$ cat src/sv/gcoc_pkg.sv
package gcoc_pkg;

   localparam int COORD_W   = 32;
   localparam int DIFF_W    = COORD_W + 1;
   localparam int PROD_W    = 2 * DIFF_W;
   localparam int COLS_W    = 11;
   localparam int ROWS_W    = 16;
   localparam int CSR_IDX_W = 1;
   localparam int CSR_DATA_W = 16;
   localparam int REQ_DATA_W = 64;
   localparam int RSP_DATA_W = 136;

   localparam logic [CSR_IDX_W-1:0] REG_GRID_COLUMNS = 1'd0;
   localparam logic [CSR_IDX_W-1:0] REG_GRID_ROWS    = 1'd1;

   // two-bit signed orientation codes
   localparam logic [1:0] SIGN_ZERO = 2'b00;
   localparam logic [1:0] SIGN_POS  = 2'b01;
   localparam logic [1:0] SIGN_NEG  = 2'b11;

   typedef struct packed {
      logic signed [COORD_W-1:0] lat;
      logic signed [COORD_W-1:0] lon;
   } point_type;

   typedef struct packed {
      logic first_point;
      logic closes_cell;
      logic first_cell;
      logic last;
   } pos_flags_type;

endpackage

$ cat src/sv/gcoc_verdict.sv
module gcoc_verdict (
   input  logic                                 clock,
   input  logic                                 reset,
   input  logic                                 restart,
   input  logic                                 advance,
   input  logic signed [gcoc_pkg::PROD_W-1:0]   t1_p,
   input  logic signed [gcoc_pkg::PROD_W-1:0]   t1_q,
   input  logic signed [gcoc_pkg::PROD_W-1:0]   t2_p,
   input  logic signed [gcoc_pkg::PROD_W-1:0]   t2_q,
   input  gcoc_pkg::point_type                  point,
   input  gcoc_pkg::pos_flags_type              flags,
   input  logic                                 out_ready,
   output logic                                 out_valid,
   output logic [gcoc_pkg::RSP_DATA_W-1:0]      out_data
);
   import gcoc_pkg::*;

   logic [1:0]                s1, s2;
   logic [1:0]                ref_ff, ref_in;
   logic                      fail_ff, fail_in;
   logic                      bad;
   logic signed [COORD_W-1:0] north_ff, south_ff, east_ff, west_ff;
   logic signed [COORD_W-1:0] north_in, south_in, east_in, west_in;
   logic                      out_valid_ff, out_valid_in;
   logic [RSP_DATA_W-1:0]     out_data_ff, out_data_in;

   function automatic logic [1:0] sign_of_diff(logic signed [PROD_W-1:0] p,
                                               logic signed [PROD_W-1:0] q);
      logic [1:0] s;
      if (p > q) begin
         s = SIGN_POS;
      end else if (p < q) begin
         s = SIGN_NEG;
      end else begin
         s = SIGN_ZERO;
      end
      return s;
   endfunction

   assign s1 = sign_of_diff(t1_p, t1_q);
   assign s2 = sign_of_diff(t2_p, t2_q);

   always_comb begin
      ref_in   = ref_ff;
      fail_in  = fail_ff;
      north_in = north_ff;
      south_in = south_ff;
      east_in  = east_ff;
      west_in  = west_ff;
      bad      = 1'b0;
      if (flags.first_point) begin
         north_in = point.lat;
         south_in = point.lat;
         east_in  = point.lon;
         west_in  = point.lon;
      end else begin
         if (point.lat > north_ff) north_in = point.lat;
         if (point.lat < south_ff) south_in = point.lat;
         if (point.lon > east_ff)  east_in  = point.lon;
         if (point.lon < west_ff)  west_in  = point.lon;
      end
      if (flags.first_cell) begin
         ref_in = (s1 != SIGN_ZERO) ? s1 : s2;
      end
      if (flags.closes_cell) begin
         bad = (s1 != ref_in) || (s2 != ref_in);
      end
      fail_in = fail_ff | bad;
   end

   always_comb begin
      out_data_in = {5'd0, west_in, east_in, south_in, north_in, ref_in, ~fail_in};
      out_valid_in = out_valid_ff;
      if (advance && flags.last) begin
         out_valid_in = 1'b1;
      end else if (out_ready) begin
         out_valid_in = 1'b0;
      end
   end

   always_ff @(posedge clock) begin
      if (reset || restart) begin
         ref_ff   <= SIGN_ZERO;
         fail_ff  <= 1'b0;
         north_ff <= '0;
         south_ff <= '0;
         east_ff  <= '0;
         west_ff  <= '0;
      end else if (advance) begin
         // drop the grid state once its result is registered
         if (flags.last) begin
            ref_ff   <= SIGN_ZERO;
            fail_ff  <= 1'b0;
            north_ff <= '0;
            south_ff <= '0;
            east_ff  <= '0;
            west_ff  <= '0;
         end else begin
            ref_ff   <= ref_in;
            fail_ff  <= fail_in;
            north_ff <= north_in;
            south_ff <= south_in;
            east_ff  <= east_in;
            west_ff  <= west_in;
         end
      end
   end

   always_ff @(posedge clock) begin
      if (reset) begin
         out_valid_ff <= 1'b0;
      end else begin
         out_valid_ff <= out_valid_in;
      end
   end

   always_ff @(posedge clock) begin
      if (advance && flags.last) begin
         out_data_ff <= out_data_in;
      end
   end

   assign out_valid = out_valid_ff;
   assign out_data  = out_data_ff;

endmodule
$ cat config.mk
export PLATFORM = sky130hd
export DESIGN_NAME = gcoc_verdict
export DESIGN_NICKNAME = d
export VERILOG_FILES = /design/src/sv/gcoc_pkg.sv /design/src/sv/gcoc_verdict.sv
export SDC_FILE = /design/constraint.sdc
export NUM_CORES = 1
export LEC_CHECK = 0
export BUFFER_PORTS_ARGS = -buffer_cell sky130_fd_sc_hd__buf_2
export CAP_MARGIN = 20
export CORE_AREA = 3 3 189 191
export CTS_BUF_LIST = sky130_fd_sc_hd__clkbuf_8
export DETAILED_ROUTE_END_ITERATION = 10
export DIE_AREA = 0 0 192 194
export PLACE_DENSITY_LB_ADDON = 0.15
export SLEW_MARGIN = 10
export SYNTH_ARGS = -nofsm -noshare
export SYNTH_HDL_FRONTEND = slang
export SYNTH_SLANG_ARGS = --single-unit
$ cat constraint.sdc
create_clock -name clock -period 3.18 [get_ports clock]
set_input_delay 0.318 -clock clock [delete_from_list [all_inputs] [get_ports clock]]
set_output_delay 0.318 -clock clock [all_outputs]
set_load 0.01 [all_outputs]
==> results.md <==
* Met1 usage at 0.3746
* Clock insertion delay at the later pin of the skew report at roughly 0.55 ns
* Die area at 0.03725 mm²
* Fin cells at 2,748
* Starting Density at 0.4970
* Most frequent cell after synthesis: inv_1
* Final GP Congestion at 1.101
* HP Class: input port to flop
* Worst setup EP type: flop
* Clock sinks at 263
* Reg-to-reg slack, setup at 0.02 ns
* Final wirelength at 57.76 mm
* Critical Path, Cell by Cell: inv_2, ha_4, nand4_1, nand3b_1, buf_4, buf_4, nor2_1, o21ai_1, o221ai_2, buf_4, nand2b_4, a31oi_4, buf_6, clkbuf_16, mux2_4
* Synth Cell Area at around 0.017 mm²
* Slew HR at 0.4784
* Vias in the first global route at 15,321
* Crit path top cell by count: buf_4
* Netlist cell types at 63
* Final Slew Violations at 0
* Worst-case reg-to-reg path depth at 15
* Pin count of the biggest net entering global routing at 81
* Fin Clk Skew at approximately 0.014 ns
* Drt first pass iters at 5
* Fmax at 316.6 MHz
* Worst-path maximum fanout at 6
* Pwr dens at 385.5 mW/mm²
* Vias at about 15,000
* DRT iter0 DRCs at 1,090
* Power consumption at about 0.0084 W
* Cells after synthesis at 1,696
* Buffers on Ports at roughly 470
* Final Instance Area at about 0.022 mm²
* # fillers at 2,814
* Fraction of registers with async set or reset after synthesis at 0
* CTS max path bufs at 3
* CTS tree: done
* DP HPWL at around 45 mm
* Buffers & Inverters on Critical Path at 6
* Data required time of the worst path at 3.49 ns
* Grt total ovfl at 0
* GRT Resource Usage Total at 0.2960
* CP arrival at 3.47 ns
* Run status: finished clean
* CTS root buffer: clkbuf_8
* Met3 usage at 0.04448
* Net count, final at between 2,000 and 3,000
* Die height at 194 µm
* Reg2reg end: out_data[26]
* Setup Viol. Count Final at 0
* Worst setup SP type: flop
* Residual DRC at 0
* Worst path max stage delay at 0.36 ns
* Post-synth top cells: inv_1, ha_1, dfxtp_1, edfxtp_1, nand2_1
* Worst hold margin at 0.03681 ns
* Leading area contributor after synthesis: edfxtp_1
* Worst vdd ir at 0.2843 mV
* Initial antenna violation count at 11
* Wire per inst at 21.02 µm
* Core Rows at 68
* Critical path type: flop to flop
* Core ar. at about 0.034 mm²
* Final Hold Viols at 0
* Average size of a mapped cell at 10.05 µm²
* Vias per cell at 5.611
* RSZ-0062 raised after global routing: yes
* Yosys warnings at 0
* Cell family with most CP delay: buffers and inverters
* Area growth from synthesis to layout at 28.18%
* Global-route wire length before repair at 85.86 mm
* Post-route ant nets at 0
* Slowest cell on crit path: dfxtp_2
* Layout cells sized above 1 at 0.3217
* Count of flip-flops with a built-in enable after synthesis at 131
* Worst Hold Depth at 3
* Reg area at 0.006596 mm²
* R2r startpoint: north_ff[26]
* Htree depth at 2
* Met2 GRT Util at 0.5179
* Placed Area at 0.02048 mm²
* Synth top area share at 0.2308
* GR peak layer: met2
* Tmin final at about 3.2 ns
* Clock slew at reported path FFs at 0.06 ns
* LEAKAGE at 10.29 nW
* Ys flop type: dfxtp_1
* Max-cap violations at 0
* Die width at roughly 190 µm
* CTS Buf Count at 42
* HP Start: out_ready
* DP Cell Count at approximately 2,600
* Register area share after synthesis at 0.3859
* Final Cycle Share at 0.9933
* Multi-input gate area at 0.009378 mm²
* WHS Endpoint: out_valid
* Slew @ Worst Pin at around 0.77 ns
* Top post-synthesis cells by area: edfxtp_1, ha_1, dfxtp_1
* Num ports at 474
* Seq cells post-synth at 263
-- layout by cell type, fill, tap and decap left out, drive strengths merged, types with 12 or more instances in the layout --
cell    Yosys  layout
clkbuf     37      54
ha        258     258
mux2i      62      62
nor3       16      16
nand4      57      57
buf        30     571
nand3      14      14
mux2       66      66
a21oi      71      71
a211oi     12      12
nor4       41      41
nand2     110     110
edfxtp    131     131
o221ai     35      35
inv       306     320
a221o      33      33
o21ai      38      38
a21o       51      51
a32o       64      64
nor2       34      34
dfxtp     132     132
-- worst max-delay path by stage --
stage	cells past startpoint	start	slack [ns]	to
CTS	13	north_ff[25]	0.0003	out_data[27]
detailed placement	12	point[57]	-0.18	out_data[28]
global placement	12	point[57]	-0.18	out_data[25]
floorplan	12	north_ff[2]	0.06	out_data[10]
global route	15	north_ff[24]	-0.11	out_data[11]
finish	15	north_ff[26]	0.02	out_data[26]
-- layout make-up --
| class | instances | area share |
|---|---|---|
| Multi-Input combinational cell | 1064 | 0.4293 |
| Sequential cell | 263 | 0.3019 |
| Timing Repair Buffer | 574 | 0.1516 |
| Inverter | 306 | 0.05275 |
| Clock buffer | 52 | 0.03276 |
| Tap cell | 455 | 0.02606 |
| Clock inverter | 26 | 0.004696 |
| Antenna cell | 8 | 0.0009164 |
-- tightest hold or removal path: cells and delay by family --
kind,cells,cell delay [ns]
buffers and inverters,1,0.08
AOI/OAI and AO/OA,1,0.05
and+or+nand+nor,1,0.09
-- metal layers --
| layer | wire length (µm) | vias to the layer above |
|---|---|---|
| met5 | 0 | - |
| li1 | - | 7380 |
| met2 | 28720 | 611 |
| met1 | 23530 | 7333 |
| met3 | 3726 | 95 |
| met4 | 1773 | 0 |
-- through the flow --
stage | util | setup TNS [ns] | setup WS, ns
2_1_floorplan | - | 0 | 0.05847
3_3_place_gp | 0.5973 | -13.24 | -0.1848
3_5_place_dp | 0.5973 | -14.43 | -0.1843
4_1_cts | 0.6251 | 0 | 0.0003366
5_1_grt | 0.6371 | -1.996 | -0.1062
6_report | 0.6371 | 0 | 0.02116
-- report_power, final --
group          total (W)  internal (W)  switching [W]
clock            0.00282       0.00147        0.00134
sequential       0.00377       0.00371      0.0000573
combinational    0.00184      0.000823        0.00101
total            0.00842       0.00601        0.00241
-- kinds of logic after synthesis --
logic type / Yosys count / synth area share
other cells: 1 / 0.0002200
compound gates: 364 / 0.1656
flops: 263 / 0.3859
mux: 128 / 0.08002
xor+xnor: 3 / 0.001542
simple gates: 306 / 0.09060
buf+inv: 373 / 0.08678
fa+ha+maj: 258 / 0.1894
-- state kept, by name, summed over array words and instances, names as in the netlist --
signal	count
east_ff	32
ref_ff	2
out_data	131
fail_ff	1
south_ff	32
west_ff	32
north_ff	32
out_valid	1
-- what timing repair did --
item	in CTS	in global routing
hold buffers	1	0
resized for setup	16	70
hold endpoints to repair	1	0
gates cloned	1	3
setup endpoints to repair	101	165
pin swaps	5	23
setup buffers	4	6
(Power assumes the default switching activity.)
