### src/sv/gcoc_pkg.sv
package gcoc_pkg;

   localparam int COORD_W   = 32;
   localparam int DIFF_W    = COORD_W + 1;
   localparam int PROD_W    = 2 * DIFF_W;
   localparam int COLS_W    = 11;
   localparam int ROWS_W    = 16;
   localparam int CSR_IDX_W = 1;
   localparam int CSR_DATA_W = 16;
   localparam int REQ_DATA_W = 64;
   localparam int RSP_DATA_W = 136;

   localparam logic [CSR_IDX_W-1:0] REG_GRID_COLUMNS = 1'd0;
   localparam logic [CSR_IDX_W-1:0] REG_GRID_ROWS    = 1'd1;

   // two-bit signed orientation codes
   localparam logic [1:0] SIGN_ZERO = 2'b00;
   localparam logic [1:0] SIGN_POS  = 2'b01;
   localparam logic [1:0] SIGN_NEG  = 2'b11;

   typedef struct packed {
      logic signed [COORD_W-1:0] lat;
      logic signed [COORD_W-1:0] lon;
   } point_type;

   typedef struct packed {
      logic first_point;
      logic closes_cell;
      logic first_cell;
      logic last;
   } pos_flags_type;

endpackage

### src/sv/gcoc_seq.sv
module gcoc_seq #(
   parameter int MAX_COLUMNS = 1024
) (
   input  logic                               clock,
   input  logic                               reset,
   input  logic                               restart,
   input  logic                               advance,
   input  logic [gcoc_pkg::COLS_W-1:0]        grid_columns,
   input  logic [gcoc_pkg::ROWS_W-1:0]        grid_rows,
   output logic [$clog2(MAX_COLUMNS)-1:0]     col,
   output gcoc_pkg::pos_flags_type            flags
);
   import gcoc_pkg::*;

   localparam int AW = $clog2(MAX_COLUMNS);
   localparam int NW = $clog2(MAX_COLUMNS + 1);
   localparam int EW = (NW > COLS_W) ? NW : COLS_W;

   logic [AW-1:0]     col_ff, col_in;
   logic [ROWS_W-1:0] row_ff, row_in;
   logic [AW-1:0]     last_col;
   logic [ROWS_W-1:0] last_row;
   logic              at_last_col;
   logic              grid_end;

   // clamp the column count to 2 .. MAX_COLUMNS, the row count to at least 2
   always_comb begin
      if (grid_columns < COLS_W'(2)) begin
         last_col = AW'(1);
      end else if (EW'(grid_columns) > EW'(MAX_COLUMNS)) begin
         last_col = AW'(MAX_COLUMNS - 1);
      end else begin
         last_col = AW'(grid_columns - COLS_W'(1));
      end
      if (grid_rows < ROWS_W'(2)) begin
         last_row = ROWS_W'(1);
      end else begin
         last_row = grid_rows - ROWS_W'(1);
      end
   end

   assign at_last_col = (col_ff == last_col);
   assign grid_end    = at_last_col && (row_ff >= last_row);

   always_comb begin
      flags.first_point = (col_ff == '0) && (row_ff == '0);
      flags.closes_cell = (col_ff != '0) && (row_ff != '0);
      flags.first_cell  = (col_ff == AW'(1)) && (row_ff == ROWS_W'(1));
      flags.last        = grid_end;
   end

   always_comb begin
      col_in = col_ff;
      row_in = row_ff;
      if (restart) begin
         col_in = '0;
         row_in = '0;
      end else if (advance) begin
         if (grid_end) begin
            col_in = '0;
            row_in = '0;
         end else if (at_last_col) begin
            col_in = '0;
            row_in = row_ff + ROWS_W'(1);
         end else begin
            col_in = col_ff + AW'(1);
         end
      end
   end

   always_ff @(posedge clock) begin
      if (reset) begin
         col_ff <= '0;
         row_ff <= '0;
      end else begin
         col_ff <= col_in;
         row_ff <= row_in;
      end
   end

   assign col = col_ff;

endmodule

### config.mk
export PLATFORM = sky130hd
export DESIGN_NAME = gcoc_seq
export DESIGN_NICKNAME = d
export VERILOG_FILES = /design/src/sv/gcoc_pkg.sv /design/src/sv/gcoc_seq.sv
export SDC_FILE = /design/constraint.sdc
export NUM_CORES = 1
export LEC_CHECK = 0
export ABC_AREA = 1
export BUFFER_PORTS_ARGS = -buffer_cell sky130_fd_sc_hd__buf_2
export CAP_MARGIN = 20
export CORE_UTILIZATION = 58
export CTS_CLUSTER_SIZE = 10
export DETAILED_ROUTE_END_ITERATION = 10
export GPL_TIMING_DRIVEN = 0
export PLACE_DENSITY = 0.82
export SKIP_LAST_GASP = 1
export SLEW_MARGIN = 20
export SYNTH_ARGS = -nofsm -noshare
export SYNTH_HDL_FRONTEND = slang
export SYNTH_SLANG_ARGS = --single-unit
### constraint.sdc
create_clock -name clock -period 3.2 [get_ports clock]
set_clock_uncertainty 0.1 [all_clocks]
set_input_delay 0.16 -clock clock [delete_from_list [all_inputs] [get_ports clock]]
set_output_delay 0.16 -clock clock [all_outputs]
set_load 0.01 [all_outputs]
==> results of run 1 <==
[layout make-up]
class,count,area share
repair buffers,46,0.0744
inverters,65,0.0772
multi-input cells,365,0.624
clock buffers,3,0.0131
well taps,52,0.0206
plain buffers,7,0.0162
flip-flops and latches,26,0.165
clock inverters,1,0.00950
[worst max path at each step]
stage	startpoint	to	slack [ns]
after floorplan	grid_rows[0]	row_ff[10]	0.59
after global placement	grid_rows[1]	row_ff[2]	0.03
after detailed placement	grid_rows[1]	row_ff[13]	-0.04
after CTS	grid_rows[1]	flags[0]	0.05
after global routing	grid_rows[4]	flags[0]	0.02
final	grid_rows[5]	flags[0]	0.29
[power breakdown]
| part | switching, mW | internal [mW] | leakage (nW) |
|---|---|---|---|
| combinational | 0.0875 | 0.0562 | 1.36 |
| sequential | 0.00145 | 0.324 | 0.209 |
| clock | 0.115 | 0.168 | 0.0357 |
[repair_timing]
action | CTS | global route
buffers inserted | 0 | 2
gates resized for setup | 0 | 7
endpoints found under the setup margin | 0 | 15
[flip-flops by register name (all words and copies together), names as in the netlist]
signal and cells:
col 10, row_ff 16
[metal layers]
metal  routed length (µm)  vias up  GRT usage
met5                    0        -          0
met4                   29        0     0.0400
met3                  349        4     0.0399
met2                 2750       66      0.407
met1                 3310     1317      0.377
li1                     -     1598          -
[critical path, cell delays in order]
cell	delay [ns]
buf_2	0.11
nor2_1	0.10
inv_1	0.11
nor4_2	0.31
nand2_1	0.08
inv_1	0.10
nand2_1	0.05
inv_1	0.07
nand2_1	0.07
o31ai_1	0.21
ha_1	0.29
nand2_1	0.08
inv_1	0.04
nand3_1	0.10
inv_1	0.05
a21oi_1	0.18
nand3_1	0.09
inv_1	0.12
nor2_1	0.06
buf_4	0.13
buf_2	0.13
[cells in the mapped netlist (7+ instances only)]
cell	n	area share
nand3_1	44	0.080
inv_1	64	0.087
xor2_1	9	0.029
nor2_1	66	0.090
nor4_1	7	0.016
nor3_1	10	0.018
dfxtp_1	26	0.19
o21ai_0	10	0.018
a21oi_1	15	0.027
or2_2	10	0.023
ha_1	24	0.11
nand2_1	125	0.17
nand4_1	13	0.029
[logic make-up (layout without fill, tap and decap cells)]
| kind of cell | after synthesis | after routing | synth area share |
|---|---|---|---|
| AOI/OAI and AO/OA | 35 | 35 | 0.0684 |
| adders and majority gates | 24 | 24 | 0.109 |
| buffers and inverters | 72 | 122 | 0.106 |
| xor gates and xnor gates | 11 | 11 | 0.0349 |
| and+or+nand+nor | 295 | 295 | 0.493 |
| DFF | 26 | 26 | 0.188 |
[stage by stage]
step                      setup slack (ns)   util  std cells  hold WS (ns)  setup TNS [ns]
after detailed placement           -0.0355  0.681        559         0.375          -0.256
after floorplan                      0.591      -        463         0.254               0
after global routing                0.0243  0.707        565         0.111               0
final                                0.287  0.707        565        0.0810               0
after global placement              0.0312  0.681        559         0.370               0
after CTS                           0.0540  0.697        563        0.0704               0
==> run_results.csv, run 1 <==
group,metric,value,unit
place,dpl-instance-area,3050,µm²
power,fin_total_pwr,0.752,mW
layout,syn2layout_area_growth,14.5,%
grt,grt_max_degree,16,
layout,final_common_cell,"nand2_1",
layout,finalInstanceArea,3160,µm²
die,core-area,4470,µm²
logic_synthesis,syn_inst,463,
grt,grt_pass1_wl,10600,µm
critical_path,reg2reg_to,"row_ff[15]",
critical_path,crit_path_start_kind,"primary input",
logic_synthesis,synth_nets,518,
layout,drive_gt1_frac,0.170,
place,gp_congestion,0.875,
critical_path,crit_arrival,2.65,ns
critical_path,regToRegSetupSlack,1.08,ns
sta,slew-limit-headroom,0.604,
logic_synthesis,synth_area,2760,µm²
die,die_h,71,µm
grt,grt_pass1_vias,2504,
clock_tree,ctsRootBufferMaster,"clkbuf_8",
min_path,worstHoldEndpoint,"col[0]",
logic_synthesis,synth-seq-area-share,0.188,
clock_tree,clk_path_buf_depth,2,
sta,hold_viol_final,0,
critical_path,timing.rr.start,"row_ff[0]",
sta,slew_violations,0,
min_path,min-delay-path-class,"in2reg",
logic_synthesis,synth-main-ff-cell,"dfxtp_1",
detailed_routing,drtAntennaViolNets,0,
die,io_pins,45,
sta,timing.fmax,343,MHz
sta,rsz0062_at_grt,"false",
status,violations,"design-rule violations",
critical_path,r2r_cells,12,
power,p_leak,1.60,nW
sta,setup_viol,0,
detailed_routing,drtIter0Drc,265,
detailed_routing,route.vias.total,2985,
sta,layout_min_cycle_time,2.91,ns
clock_tree,htree_levels,1,
detailed_routing,drtPass1Iterations,11,
job,drv_cap,0,
critical_path,cp.required,2.94,ns
grt,gr-total-overflow,0,
detailed_routing,drc,2,
logic_synthesis,post_synth_num_cell_types,34,
critical_path,cp_max_fo,4,
critical_path,end_kind,"output port",
place,io_buffers,44,
clock_tree,cts_num_sinks,26,
min_path,holdCritStartpoint,"advance",
layout,regArea,520,µm²
clock_tree,ctsHoldBuffers,0,
layout,n_fill_cell,414,
die,dieArea,5040,µm²
layout,final_cell_mix,"nand2_1, nor2_1, inv_1, buf_2, nand3_1",
detailed_routing,wl,6440,µm
die,die_w,71,µm
detailed_routing,vias_per_cell,5.28,
grt,antenna_found_initial,0,
logic_synthesis,ys_warn_count,0,
logic_synthesis,synth_edf_count,0,
status,status,"complete, but fails checks",
detailed_routing,drt-wirelength-per-cell,11.4,µm
clock_tree,clk_transition_reported_paths,0.10,ns
die,fp-row-count,24,
clock_tree,cts_buffers,3,
power,power_density,238,nW/µm²
die,start_util,0.617,
critical_path,critical_path_class,"in2out",
sta,period_share,0.910,
logic_synthesis,synth-seq-cells,26,
layout,diodes,0,
min_path,hold_depth,4,
clock_tree,cts_tree,"built",
power,ir_drop,0.188,mV
grt,grt_usage,0.258,
layout,nets,569,
layout,multi_input_area,1970,µm²
sta,worst_pin_slew,0.589,ns
place,dpl.hpwl,5170,µm
logic_synthesis,async_flop_share,0,
clock_tree,clkLatencyLatePin,0.28,ns
logic_synthesis,avgSynthCellArea,5.96,µm²
Power figures use the tool's default switching activity.
==> run 2, diff against run 1 <==
Clock period 3.2 ns to 2.69 ns, I/O delays scaled along.
==> run_results.csv, run 2 (synthesized netlist as in run 1, its figures left out) <==
group,metric,value,unit
power,power_density,270,nW/µm²
clock_tree,cts_num_sinks,26,
clock_tree,cts_tree,"built",
critical_path,crit_start,"grid_rows[2]",
power,ir_drop,0.239,mV
critical_path,crit_chain,"buf_2 > nor2_4 > nand2_4 > nor3_4 > nand2_2 > nor3_2 > or2_4 > nand3_4 > ha_4 > nand2_2 > inv_2 > nand3_4 > nor3_4 > nand3_1 > nand3_1 > inv_2 > nor2_1 > buf_4 > buf_6",
clock_tree,clk_path_buf_depth,2,
grt,grt_usage,0.273,
sta,slew-limit-headroom,0.590,
layout,fin_util,0.774,
critical_path,crit_path_start_kind,"primary input",
die,dieArea,5040,µm²
sta,hold_viol_final,0,
clock_tree,clkLatencyLatePin,0.28,ns
critical_path,crit_arrival,2.42,ns
sta,period_share,0.985,
layout,diodes,0,
clock_tree,htree_levels,1,
critical_path,cp.required,2.46,ns
sta,timing.final.ws_setup,0.0390,ns
place,io_buffers,44,
sta,worst_pin_slew,0.610,ns
sta,timing.fmax,377,MHz
layout,nets,582,
grt,grt_pass1_wl,11200,µm
clock_tree,cts_buffers,3,
critical_path,cpPeakStageDelay,0.26,ns
detailed_routing,vias_per_cell,5.52,
detailed_routing,drtIter0Drc,275,
clock_tree,ctsRootBufferMaster,"clkbuf_8",
die,core-area,4470,µm²
detailed_routing,wl,7660,µm
layout,largest_reg_flops,16,
layout,syn2layout_area_growth,25.4,%
detailed_routing,drc,2,
grt,antenna_found_initial,0,
grt,grt_pass1_vias,2637,
die,die_w,71,µm
sta,hold_slack,0.0510,ns
place,dp_slack,-0.520,ns
die,fp-row-count,24,
detailed_routing,drtPass1Iterations,10,
detailed_routing,route.vias.total,3188,
critical_path,end_kind,"output port",
grt,gr-total-overflow,0,
place,dpl.hpwl,5170,µm
job,drv_cap,0,
detailed_routing,drtAntennaViolNets,0,
sta,slew_violations,0,
die,io_pins,45,
layout,top_register,"row_ff",
min_path,hold_depth,4,
power,p_leak,1.71,nW
layout,final_cell_mix,"nand2_1, nor2_1, inv_1, buf_2, nand3_1",
min_path,min-delay-path-class,"in2reg",
layout,final_common_cell,"nand2_1",
sta,layout_min_cycle_time,2.65,ns
min_path,holdCritStartpoint,"advance",
critical_path,cp_max_fo,4,
place,gp_congestion,0.875,
grt,grt_max_degree,16,
critical_path,timing.rr.start,"row_ff[0]",
clock_tree,clk_transition_reported_paths,0.10,ns
die,start_util,0.617,
critical_path,r2r_cells,12,
critical_path,slowest_stage,"ha_4",
critical_path,critical_path_class,"in2out",
die,die_h,71,µm
sta,setup_viol,0,
layout,drive_gt1_frac,0.253,
status,status,"complete, but fails checks",
status,violations,"design-rule violations",
detailed_routing,drt-wirelength-per-cell,13.3,µm
==> run 2: cell count changes in the layout (fill, tap and decap cells not counted), sizes merged <==
| cell | delta |
|---|---|
| buf | +14 |
| clkbuf | -1 |
==> run 2: layout make-up <==
class	count	area, µm²
multi-input combinational	365	2140
fill	353	1010
sequential	26	520
timing repair buffer	59	358
inverter	65	251
tap	52	65.1
buffer	7	57.6
clock buffer	3	41.3
clock inverter	1	30.0
==> run 2: worst paths after layout <==
path / slack, ns / endpoint
setup / recovery: 0.04 / flags[0]
hold / removal: 0.05 / col[0]
setup reg to reg: 0.49 / row_ff[15]
hold reg to reg: 0.43 / row_ff[14]
==> run 2: repair_timing <==
item	CTS	global route
hold buffers	0	0
resized for setup	26	38
endpoints found under the hold margin	0	0
setup buffers	9	6
setup endpoints to repair	16	17
pin swaps	14	24
==> run 2: per-layer routing <==
layer	global-route usage	up-vias	routed length [µm]
met1	0.382	1435	3490
li1	-	1629	-
met4	0.0533	0	94
met3	0.0470	10	486
met2	0.442	114	3590
met5	0	-	0
==> run 2: where the power goes <==
group	internal, mW	leakage (nW)	switching [mW]
Sequential	0.386	0.209	0.00177
Combinational	0.0825	1.46	0.125
Clock	0.200	0.0357	0.141
==> run 2: worst max-delay path, delay by kind of cell <==
kind          cells  cell delay, ns
simple gates     13            1.54
fa+ha+maj         1            0.26
buf+inv           5            0.49
==> run 2: stage by stage <==
step	std cells	setup TNS, ns	power [mW]	cell area (µm²)
3_5_place_dp	559	-7.77	0.563	3050
4_1_cts	572	0	0.909	3260
2_1_floorplan	463	0	0.504	2760
6_report	578	0	0.936	3460
5_1_grt	578	-0.100	0.973	3460
3_3_place_gp	559	-6.73	0.559	3050
